[config.mk]
export PLATFORM = sky130hd
export DESIGN_NAME = number_to_ascii_formatter
export DESIGN_NICKNAME = d
export VERILOG_FILES = /design/src/rtl/n2a_pkg.sv /design/src/rtl/n2a_cell.sv /design/src/rtl/n2a_ctrl.sv /design/src/rtl/number_to_ascii_formatter.sv
export SDC_FILE = /design/constraint.sdc
export NUM_CORES = 1
export LEC_CHECK = 0
export BUFFER_PORTS_ARGS = -buffer_cell sky130_fd_sc_hd__buf_2
export CAP_MARGIN = 20
export CORE_ASPECT_RATIO = 0.7
export CORE_MARGIN = 1.5
export CORE_UTILIZATION = 50
export CTS_CLUSTER_DIAMETER = 50
export DETAILED_ROUTE_END_ITERATION = 12
export PLACE_DENSITY = 0.69
export SYNTH_ARGS = -nofsm -noshare
export SYNTH_HDL_FRONTEND = slang
export SYNTH_SLANG_ARGS = --single-unit
[constraint.sdc]
create_clock -name clk -period 11.2 [get_ports clk]
set_input_delay 2.24 -clock clk [delete_from_list [all_inputs] [get_ports clk]]
set_output_delay 2.24 -clock clk [all_outputs]
set_load 0.01 [all_outputs]
[src/rtl/n2a_pkg.sv]
// n2a_pkg: shared types, constants and helpers for the number-to-ascii formatter
// no dependencies
package n2a_pkg;

  localparam int NUM_CELLS    = 16;
  localparam int DIG_W        = 4;
  localparam int DEC_BITS     = 32;
  localparam int HEX32_DIGITS = 8;
  localparam int HEX64_DIGITS = 16;
  localparam int CNT_W        = 5;

  typedef enum logic [1:0] {
    OP_DEC   = 2'd0,
    OP_HEX32 = 2'd1,
    OP_HEX64 = 2'd2
  } op_t;

  typedef enum logic [1:0] {
    CELL_HOLD,
    CELL_LOAD,
    CELL_DABBLE,
    CELL_SHIFT
  } cell_mode_t;

  typedef enum logic [1:0] {
    ST_IDLE,
    ST_CONV,
    ST_EMIT
  } state_t;

  typedef struct packed {
    cell_mode_t mode;
    logic       feed;
  } chain_ctrl_t;

  function automatic logic [7:0] hex_char(input logic [DIG_W-1:0] d);
    logic [7:0] c;
    if (d < 4'd10) begin
      c = 8'h30 + {4'h0, d};
    end else begin
      c = 8'h37 + {4'h0, d};
    end
    return c;
  endfunction

endpackage

[src/rtl/n2a_cell.sv]
// n2a_cell: one digit position of the chain; hold, load, double-dabble step or shift
// depends on n2a_pkg
module n2a_cell import n2a_pkg::*; (
  input  logic             clk,
  input  cell_mode_t       mode,
  input  logic [DIG_W-1:0] load_nib,
  input  logic             carry_in,
  input  logic [DIG_W-1:0] dig_in,
  output logic             carry_out,
  output logic [DIG_W-1:0] dig_out
);

  logic [DIG_W-1:0] dig_r;
  logic [DIG_W-1:0] dig_nxt;
  logic [DIG_W-1:0] adj;

  always_comb begin
    adj = (dig_r >= 4'd5) ? dig_r + 4'd3 : dig_r;
    unique case (mode)
      CELL_HOLD:   dig_nxt = dig_r;
      CELL_LOAD:   dig_nxt = load_nib;
      CELL_DABBLE: dig_nxt = {adj[DIG_W-2:0], carry_in};
      CELL_SHIFT:  dig_nxt = dig_in;
      default:     dig_nxt = dig_r;
    endcase
  end

  always_ff @(posedge clk) begin
    dig_r <= dig_nxt;
  end

  assign carry_out = adj[DIG_W-1];
  assign dig_out   = dig_r;

endmodule

[src/rtl/n2a_ctrl.sv]
// n2a_ctrl: sequencer for the digit chain, binary feed and output register
// depends on n2a_pkg
module n2a_ctrl import n2a_pkg::*; (
  input  logic                clk,
  input  logic                rst_n,
  input  logic                in_valid,
  output logic                in_ready,
  input  logic [1:0]          in_op,
  input  logic [DEC_BITS-1:0] in_bin,
  input  logic [DIG_W-1:0]    top_digit,
  output chain_ctrl_t         chain_ctrl,
  output logic                out_valid,
  input  logic                out_ready,
  output logic [7:0]          out_char_out,
  output logic                out_last
);

  state_t              state_r, state_nxt;
  logic [CNT_W-1:0]    cnt_r, cnt_nxt;
  logic [DEC_BITS-1:0] bin_r, bin_nxt;
  logic                skip_r, skip_nxt;
  logic                out_valid_r, out_valid_nxt;
  logic [7:0]          out_char_r, out_char_nxt;
  logic                out_last_r, out_last_nxt;
  logic                out_free;

  localparam logic [CNT_W-1:0] CNT_ONE   = CNT_W'(1);
  localparam logic [CNT_W-1:0] CONV_LAST = CNT_W'(DEC_BITS - 1);

  always_ff @(posedge clk) begin
    if (!rst_n) begin
      state_r     <= ST_IDLE;
      cnt_r       <= '0;
      skip_r      <= 1'b0;
      out_valid_r <= 1'b0;
    end else begin
      state_r     <= state_nxt;
      cnt_r       <= cnt_nxt;
      skip_r      <= skip_nxt;
      out_valid_r <= out_valid_nxt;
    end
  end

  always_ff @(posedge clk) begin
    bin_r      <= bin_nxt;
    out_char_r <= out_char_nxt;
    out_last_r <= out_last_nxt;
  end

  always_comb begin
    state_nxt       = state_r;
    cnt_nxt         = cnt_r;
    bin_nxt         = bin_r;
    skip_nxt        = skip_r;
    out_char_nxt    = out_char_r;
    out_last_nxt    = out_last_r;
    out_free        = !out_valid_r || out_ready;
    out_valid_nxt   = out_valid_r && !out_ready;
    in_ready        = 1'b0;
    chain_ctrl.mode = CELL_HOLD;
    chain_ctrl.feed = bin_r[DEC_BITS-1];
    unique case (state_r)
      ST_IDLE: begin
        in_ready = 1'b1;
        if (in_valid) begin
          unique case (in_op)
            OP_DEC: begin
              chain_ctrl.mode = CELL_LOAD;
              bin_nxt         = in_bin;
              cnt_nxt         = '0;
              skip_nxt        = 1'b1;
              state_nxt       = ST_CONV;
            end
            OP_HEX32: begin
              chain_ctrl.mode = CELL_LOAD;
              cnt_nxt         = CNT_W'(HEX32_DIGITS);
              skip_nxt        = 1'b0;
              state_nxt       = ST_EMIT;
            end
            OP_HEX64: begin
              chain_ctrl.mode = CELL_LOAD;
              cnt_nxt         = CNT_W'(HEX64_DIGITS);
              skip_nxt        = 1'b0;
              state_nxt       = ST_EMIT;
            end
            default: begin
              state_nxt = ST_IDLE;
            end
          endcase
        end
      end
      ST_CONV: begin
        chain_ctrl.mode = CELL_DABBLE;
        bin_nxt         = {bin_r[DEC_BITS-2:0], 1'b0};
        if (cnt_r == CONV_LAST) begin
          cnt_nxt   = CNT_W'(NUM_CELLS);
          state_nxt = ST_EMIT;
        end else begin
          cnt_nxt = cnt_r + CNT_ONE;
        end
      end
      ST_EMIT: begin
        if (skip_r && top_digit == '0 && cnt_r != CNT_ONE) begin
          // leading zero, drop it
          chain_ctrl.mode = CELL_SHIFT;
          cnt_nxt         = cnt_r - CNT_ONE;
        end else if (out_free) begin
          chain_ctrl.mode = CELL_SHIFT;
          out_valid_nxt   = 1'b1;
          out_char_nxt    = hex_char(top_digit);
          out_last_nxt    = (cnt_r == CNT_ONE);
          skip_nxt        = 1'b0;
          cnt_nxt         = cnt_r - CNT_ONE;
          if (cnt_r == CNT_ONE) begin
            state_nxt = ST_IDLE;
          end
        end
      end
      default: begin
        state_nxt = ST_IDLE;
      end
    endcase
  end

  assign out_valid    = out_valid_r;
  assign out_char_out = out_char_r;
  assign out_last     = out_last_r;

endmodule

[src/rtl/number_to_ascii_formatter.sv]
// number_to_ascii_formatter: top level, chain of 16 digit cells plus sequencer
// depends on n2a_pkg, n2a_cell, n2a_ctrl
//
// usage
//   input channel (in_valid/in_ready, in_op, in_value) takes one number and a
//   format: decimal of the low 32 bits, 8 hex digits, or 16 hex digits.
//   output channel (out_valid/out_ready, out_char_out, out_last) gives one
//   ascii character per transaction, most significant first, out_last high
//   on the final character. an unused format code is taken and dropped.
// timing
//   the number is loaded into a row of 4-bit cells. hex modes shift the row
//   out one digit per cycle while the receiver keeps up. decimal runs 32
//   double-dabble steps through the cells (one input bit per cycle), then
//   walks the 16 positions, dropping leading zeros. in_ready is high only
//   while no number is in the chain; the next number is taken while the
//   last character still sits in the output register.
// reset and stall
//   synchronous active-low reset idles the sequencer and clears out_valid
//   but not the cells. a stall holds the output register and the next digit.
module number_to_ascii_formatter import n2a_pkg::*; (
  input  logic        clk,
  input  logic        rst_n,
  input  logic        in_valid,
  output logic        in_ready,
  input  logic [1:0]  in_op,
  input  logic [63:0] in_value,
  output logic        out_valid,
  input  logic        out_ready,
  output logic [7:0]  out_char_out,
  output logic        out_last
);

  chain_ctrl_t      chain_ctrl;
  logic [DIG_W-1:0] load_nib [NUM_CELLS];
  logic [DIG_W-1:0] dig_chain [NUM_CELLS+1];
  logic             carry_chain [NUM_CELLS];

  always_comb begin
    for (int i = 0; i < NUM_CELLS; i++) begin
      unique case (in_op)
        OP_HEX64: load_nib[i] = in_value[DIG_W*i +: DIG_W];
        OP_HEX32: begin
          if (i >= NUM_CELLS - HEX32_DIGITS) begin
            load_nib[i] = in_value[DIG_W*(i-(NUM_CELLS-HEX32_DIGITS)) +: DIG_W];
          end else begin
            load_nib[i] = '0;
          end
        end
        default:  load_nib[i] = '0;
      endcase
    end
  end

  assign dig_chain[0]   = '0;
  assign carry_chain[0] = chain_ctrl.feed;

  for (genvar i = 0; i < NUM_CELLS; i++) begin : g_cell
    if (i < NUM_CELLS - 1) begin : g_mid
      n2a_cell u_cell (
        .clk       (clk),
        .mode      (chain_ctrl.mode),
        .load_nib  (load_nib[i]),
        .carry_in  (carry_chain[i]),
        .dig_in    (dig_chain[i]),
        .carry_out (carry_chain[i+1]),
        .dig_out   (dig_chain[i+1])
      );
    end else begin : g_top
      n2a_cell u_cell (
        .clk       (clk),
        .mode      (chain_ctrl.mode),
        .load_nib  (load_nib[i]),
        .carry_in  (carry_chain[i]),
        .dig_in    (dig_chain[i]),
        .carry_out (),
        .dig_out   (dig_chain[i+1])
      );
    end
  end

  n2a_ctrl u_ctrl (
    .clk          (clk),
    .rst_n        (rst_n),
    .in_valid     (in_valid),
    .in_ready     (in_ready),
    .in_op        (in_op),
    .in_bin       (in_value[DEC_BITS-1:0]),
    .top_digit    (dig_chain[NUM_CELLS]),
    .chain_ctrl   (chain_ctrl),
    .out_valid    (out_valid),
    .out_ready    (out_ready),
    .out_char_out (out_char_out),
    .out_last     (out_last)
  );

endmodule

==> key figures <==
Min path
  • Instance count along the most critical hold path: 2
  • Hold Path Class: reg2reg
  • Hold Crit Start: u_ctrl.cnt_r[4]
  • End point of the worst hold path: u_ctrl.cnt_r[4]

Power and ir drop
  • Leakage power: 3.275 nW
  • Design Power: 2.192 mW
  • Total power per unit cell area: 254.4 nW/um^2
  • Peak VDD IR: 144.7 uV

Finish
  • Layout Cell Area excl Fill: 8620 um^2
  • Number of nets in the layout: 909
  • Signed area change from the synthesized netlist to the final layout: 14.74%
  • Layout Utilization: 0.5873
  • Fraction of final layout cells sized beyond drive strength 1: 0.1990

Setup path
  • Worst r2r src: u_ctrl.state_r[0]
  • R2R Path End: g_cell[14].g_mid.u_cell.dig_out[3]
  • CP Data Arrival Time: 4610 ps
  • Cells on worst reg2reg path: 8
  • Type of the worst setup path: in2reg
  • Crit path capture type: register
  • Required time at the endpoint of the critical path: 11230 ps
  • List of cells traversed by the critical path: buf_2, ha_1, and3b_1, a211oi_2, a211oi_4, buf_4, or2_2, buf_4
  • Max stage delay cell, worst path: sky130_fd_sc_hd__buf_4
  • Peak fanout along the critical path: 64
  • Register-to-register path setup slack: 7800 ps
  • Startpoint class of the critical path: input pin
  • Worst path max stage delay: 650 ps
  • Buffers & Inverters on Critical Path: 3
  • Delay-heaviest family, CP: buffers and inverters
  • Cell repeated most along the worst path: sky130_fd_sc_hd__buf_4

Yosys
  • Adder-Cell Fraction of Synth Area: 0.07162
  • Simple-gate share of the synthesized area: 0.08261
  • Post-synth net total: 853
  • Primary flip-flop cell chosen by synthesis mapping: sky130_fd_sc_hd__edfxtp_1
  • Biggest area contributors in the synthesized netlist: sky130_fd_sc_hd__edfxtp_1 (42%), sky130_fd_sc_hd__a21oi_1 (9.9%), sky130_fd_sc_hd__ha_1 (7.2%), sky130_fd_sc_hd__mux2_2 (4.6%), sky130_fd_sc_hd__a22o_1 (3.7%)
  • Top cell type by total area after synthesis: sky130_fd_sc_hd__edfxtp_1
  • Total standard cell area after synthesis: 7512 um^2
  • Synthesized netlist cell count: 740
  • Main combinational cell family by area after synthesis: compound AO/OA/AOI/OAI gates
  • Cell types with the highest counts after synthesis: sky130_fd_sc_hd__a21oi_1 (148), sky130_fd_sc_hd__edfxtp_1 (104), sky130_fd_sc_hd__inv_1 (44)
  • Synthesized flop and latch total: 113
  • Yosys warns: 0
  • Fraction of synthesized area in multiplexers: 0.05979
  • Post-synth cell types: 56
  • Most repeated cell in the gate-level netlist after synthesis: sky130_fd_sc_hd__a21oi_1
  • Seq/Total Area, Yosys: 0.4397
  • Share of the synthesized area in the top cell type: 0.4157
  • Post-synth ARST share: 0
  • Post-Synth XOR/XNOR Area: 0.03031
  • Mean instance size in the synthesized netlist: 10.15 um^2
  • Number of enable flip-flop cells after synthesis: 104
  • Compound-Gate Fraction of Synth Area: 0.2588

Clock network
  • Clock tree from TritonCTS: yes
  • CTS H-Tree Depth: 4
  • Root cell of the clock tree: sky130_fd_sc_hd__clkbuf_16
  • Sink Count: 113
  • Clock input transition at the sequential cells of the worst setup and hold paths: 60 ps
  • Maximum buffer depth of the clock tree: 2
  • Post-CTS setup-driven buffer insertion count: 0
  • Cts hold-fix bufs: 0
  • Total CTS buffers: 17
  • Post_cts resized: 0
  • Clock latency of the later-clocked register in the worst-skew pair: 420 ps

Die
  • Die footprint: 15780 um^2
  • Vertical die dimension: 105.6 um
  • Core area: 14680 um^2
  • Row count: 37
  • Ports: 81
  • Die width: 149.5 um
  • Effective utilization at floorplan: 0.5119

Timing
  • Post-Route Setup TNS: 0 ps
  • Transition at the pin with the smallest max-transition slack: 980.0 ps
  • Rel. slew slack: 0.3466
  • Highest achievable clock rate: 218.6 MHz
  • Portion of the clock cycle consumed by the worst path in the final layout: 0.4084
  • Unrepaired setup endpoints after global routing: false
  • Final Setup Violations: 0
  • Final count of hold timing violations: 0
  • Worst clock skew: 20.98 ps
  • Max-slew violation count: 0
  • Post-layout min period: 4574 ps

Global routing
  • Congestion Overflow GR: 0
  • Largest net degree at the start of global routing: 104
  • Initial antenna violation count: 1
  • Via count of the first global-routing pass: 5988
  • Global-route wire length before repair: 30.41 mm
  • GRT Resource Usage Total: 0.2490

Run status
  • Outcome: finished clean

Routing
  • # DRC: 0
  • Vias per std cell: 6.098
  • Iteration count of the initial detailed-routing pass: 5
  • Routed length per instance: 18.84 um
  • Remaining antenna violation count: 0
  • Routed vias: 6128
  • DRT iter0 DRCs: 518
  • Detailed Route WL: 18.94 mm

Placed design
  • Placed Area: 7995 um^2
  • Routability cong.: 0.8172
  • Post-detailed-placement half-perimeter wirelength: 12.49 mm
  • Number of buffer cells added on primary ports: 79

Job
  • Max-cap violation count: 0
tightest hold or removal path: cells and delay by family, from the launching register on:
kind	cells	cell delay, ps
DFF	1	360
and+or+nand+nor	1	80
AOI/OAI and AO/OA	1	50
flip-flops by register name, summed over array words and instances (netlist names):
signal	flops
g_cell.g_mid.u_cell.dig_out	60
u_ctrl.bin_r	32
u_ctrl.out_char_out	7
u_ctrl.cnt_r	5
g_cell.g_top.u_cell.dig_out	4
u_ctrl.state_r	2
u_ctrl.out_last	1
u_ctrl.out_valid	1
u_ctrl.skip_r	1
stage by stage:
| step | hold slack (ps) | instances | setup slack, ps |
|---|---|---|---|
| detailed placement | 533.0 | 972 | 6255 |
| global placement | 524.2 | 972 | 6311 |
| CTS | 545.8 | 1004 | 6693 |
| global route | 565.2 | 1004 | 6525 |
| floorplan | 492.8 | 740 | 6050 |
| finish | 541.4 | 1005 | 6626 |
routing by layer:
metal  global-route usage  vias to the layer above  share of wire
li1                     -                     2913              -
met1               0.3351                     2967           0.44
met5                    0                        -              0
met3              0.05325                       22          0.070
met4              0.08274                        0          0.014
met2               0.3986                      226           0.47
cell type report:
class | count | area [um^2]
multi-input cells | 532 | 3824
fillers | 1217 | 6056
clock buffers | 27 | 588.1
inverters | 45 | 168.9
repair buffers | 87 | 455.4
clock inverters | 5 | 33.78
well taps | 195 | 244.0
flip-flops and latches | 113 | 3303
diodes | 1 | 2.502
where the power goes:
group	internal (mW)	total, mW	switching (mW)	leakage [nW]
registers	0.655	0.801	0.147	1.10
logic	0.352	0.838	0.486	1.87
clock network	0.360	0.552	0.193	0.310
total	1.37	2.19	0.825	3.28
worst max path at each step:
stage	start	to	slack (ps)	cells after the start
3_5_place_dp	in_op[0]	g_cell[6].g_mid.u_cell.dig_out[1]	6260	8
6_report	in_op[0]	g_cell[14].g_mid.u_cell.dig_out[3]	6630	8
4_1_cts	in_op[0]	g_cell[7].g_mid.u_cell.dig_out[2]	6690	8
5_1_grt	in_op[0]	g_cell[4].g_mid.u_cell.dig_out[2]	6530	8
3_3_place_gp	in_op[0]	g_cell[6].g_mid.u_cell.dig_out[1]	6310	8
2_1_floorplan	in_op[0]	g_cell[0].g_mid.u_cell.dig_out[0]	6050	6
cell families (layout without fill, tap and decap cells):
family | after synthesis | count (layout)
XOR/XNOR | 26 | 26
multiplexers | 41 | 41
buffers and inverters | 95 | 164
flip-flops | 113 | 113
AO/OA/AOI/OAI | 307 | 307
other | 1 | 2
adder cells (fa/ha/maj) | 43 | 43
AND/OR/NAND/NOR | 114 | 114
cells in the final DEF, fill, tap and decap left out, types with 2 or more instances in the layout:
master / synthesis / final
sky130_fd_sc_hd__a211oi_1: 2 / 2
sky130_fd_sc_hd__a21o_1: 9 / 9
sky130_fd_sc_hd__a21oi_1: 148 / 148
sky130_fd_sc_hd__a22o_1: 32 / 32
sky130_fd_sc_hd__a22oi_1: 31 / 31
sky130_fd_sc_hd__a2bb2oi_1: 15 / 15
sky130_fd_sc_hd__a31oi_1: 8 / 8
sky130_fd_sc_hd__a32oi_1: 8 / 8
sky130_fd_sc_hd__buf_2: 13 / 79
sky130_fd_sc_hd__buf_4: 2 / 8
sky130_fd_sc_hd__clkbuf_1: 25 / 2
sky130_fd_sc_hd__clkbuf_16: 0 / 21
sky130_fd_sc_hd__clkbuf_8: 0 / 4
sky130_fd_sc_hd__clkinv_2: 0 / 2
sky130_fd_sc_hd__clkinv_4: 0 / 2
sky130_fd_sc_hd__dfxtp_1: 9 / 9
sky130_fd_sc_hd__edfxtp_1: 104 / 104
sky130_fd_sc_hd__ha_1: 43 / 41
sky130_fd_sc_hd__inv_1: 44 / 44
sky130_fd_sc_hd__mux2_2: 31 / 31
sky130_fd_sc_hd__mux2i_1: 10 / 10
sky130_fd_sc_hd__nand2_1: 41 / 41
sky130_fd_sc_hd__nand2b_1: 26 / 26
sky130_fd_sc_hd__nand3_1: 7 / 7
sky130_fd_sc_hd__nand3b_1: 2 / 2
sky130_fd_sc_hd__nand4_1: 2 / 2
sky130_fd_sc_hd__nor2_1: 7 / 7
sky130_fd_sc_hd__nor2b_1: 2 / 2
sky130_fd_sc_hd__nor3_1: 2 / 2
sky130_fd_sc_hd__nor3b_1: 15 / 15
sky130_fd_sc_hd__nor4_1: 2 / 2
sky130_fd_sc_hd__o211ai_1: 7 / 7
sky130_fd_sc_hd__o21ai_0: 34 / 33
sky130_fd_sc_hd__o21ai_4: 1 / 2
sky130_fd_sc_hd__or2_2: 1 / 2
sky130_fd_sc_hd__xnor2_1: 25 / 25
(Power assumes the default switching activity.)
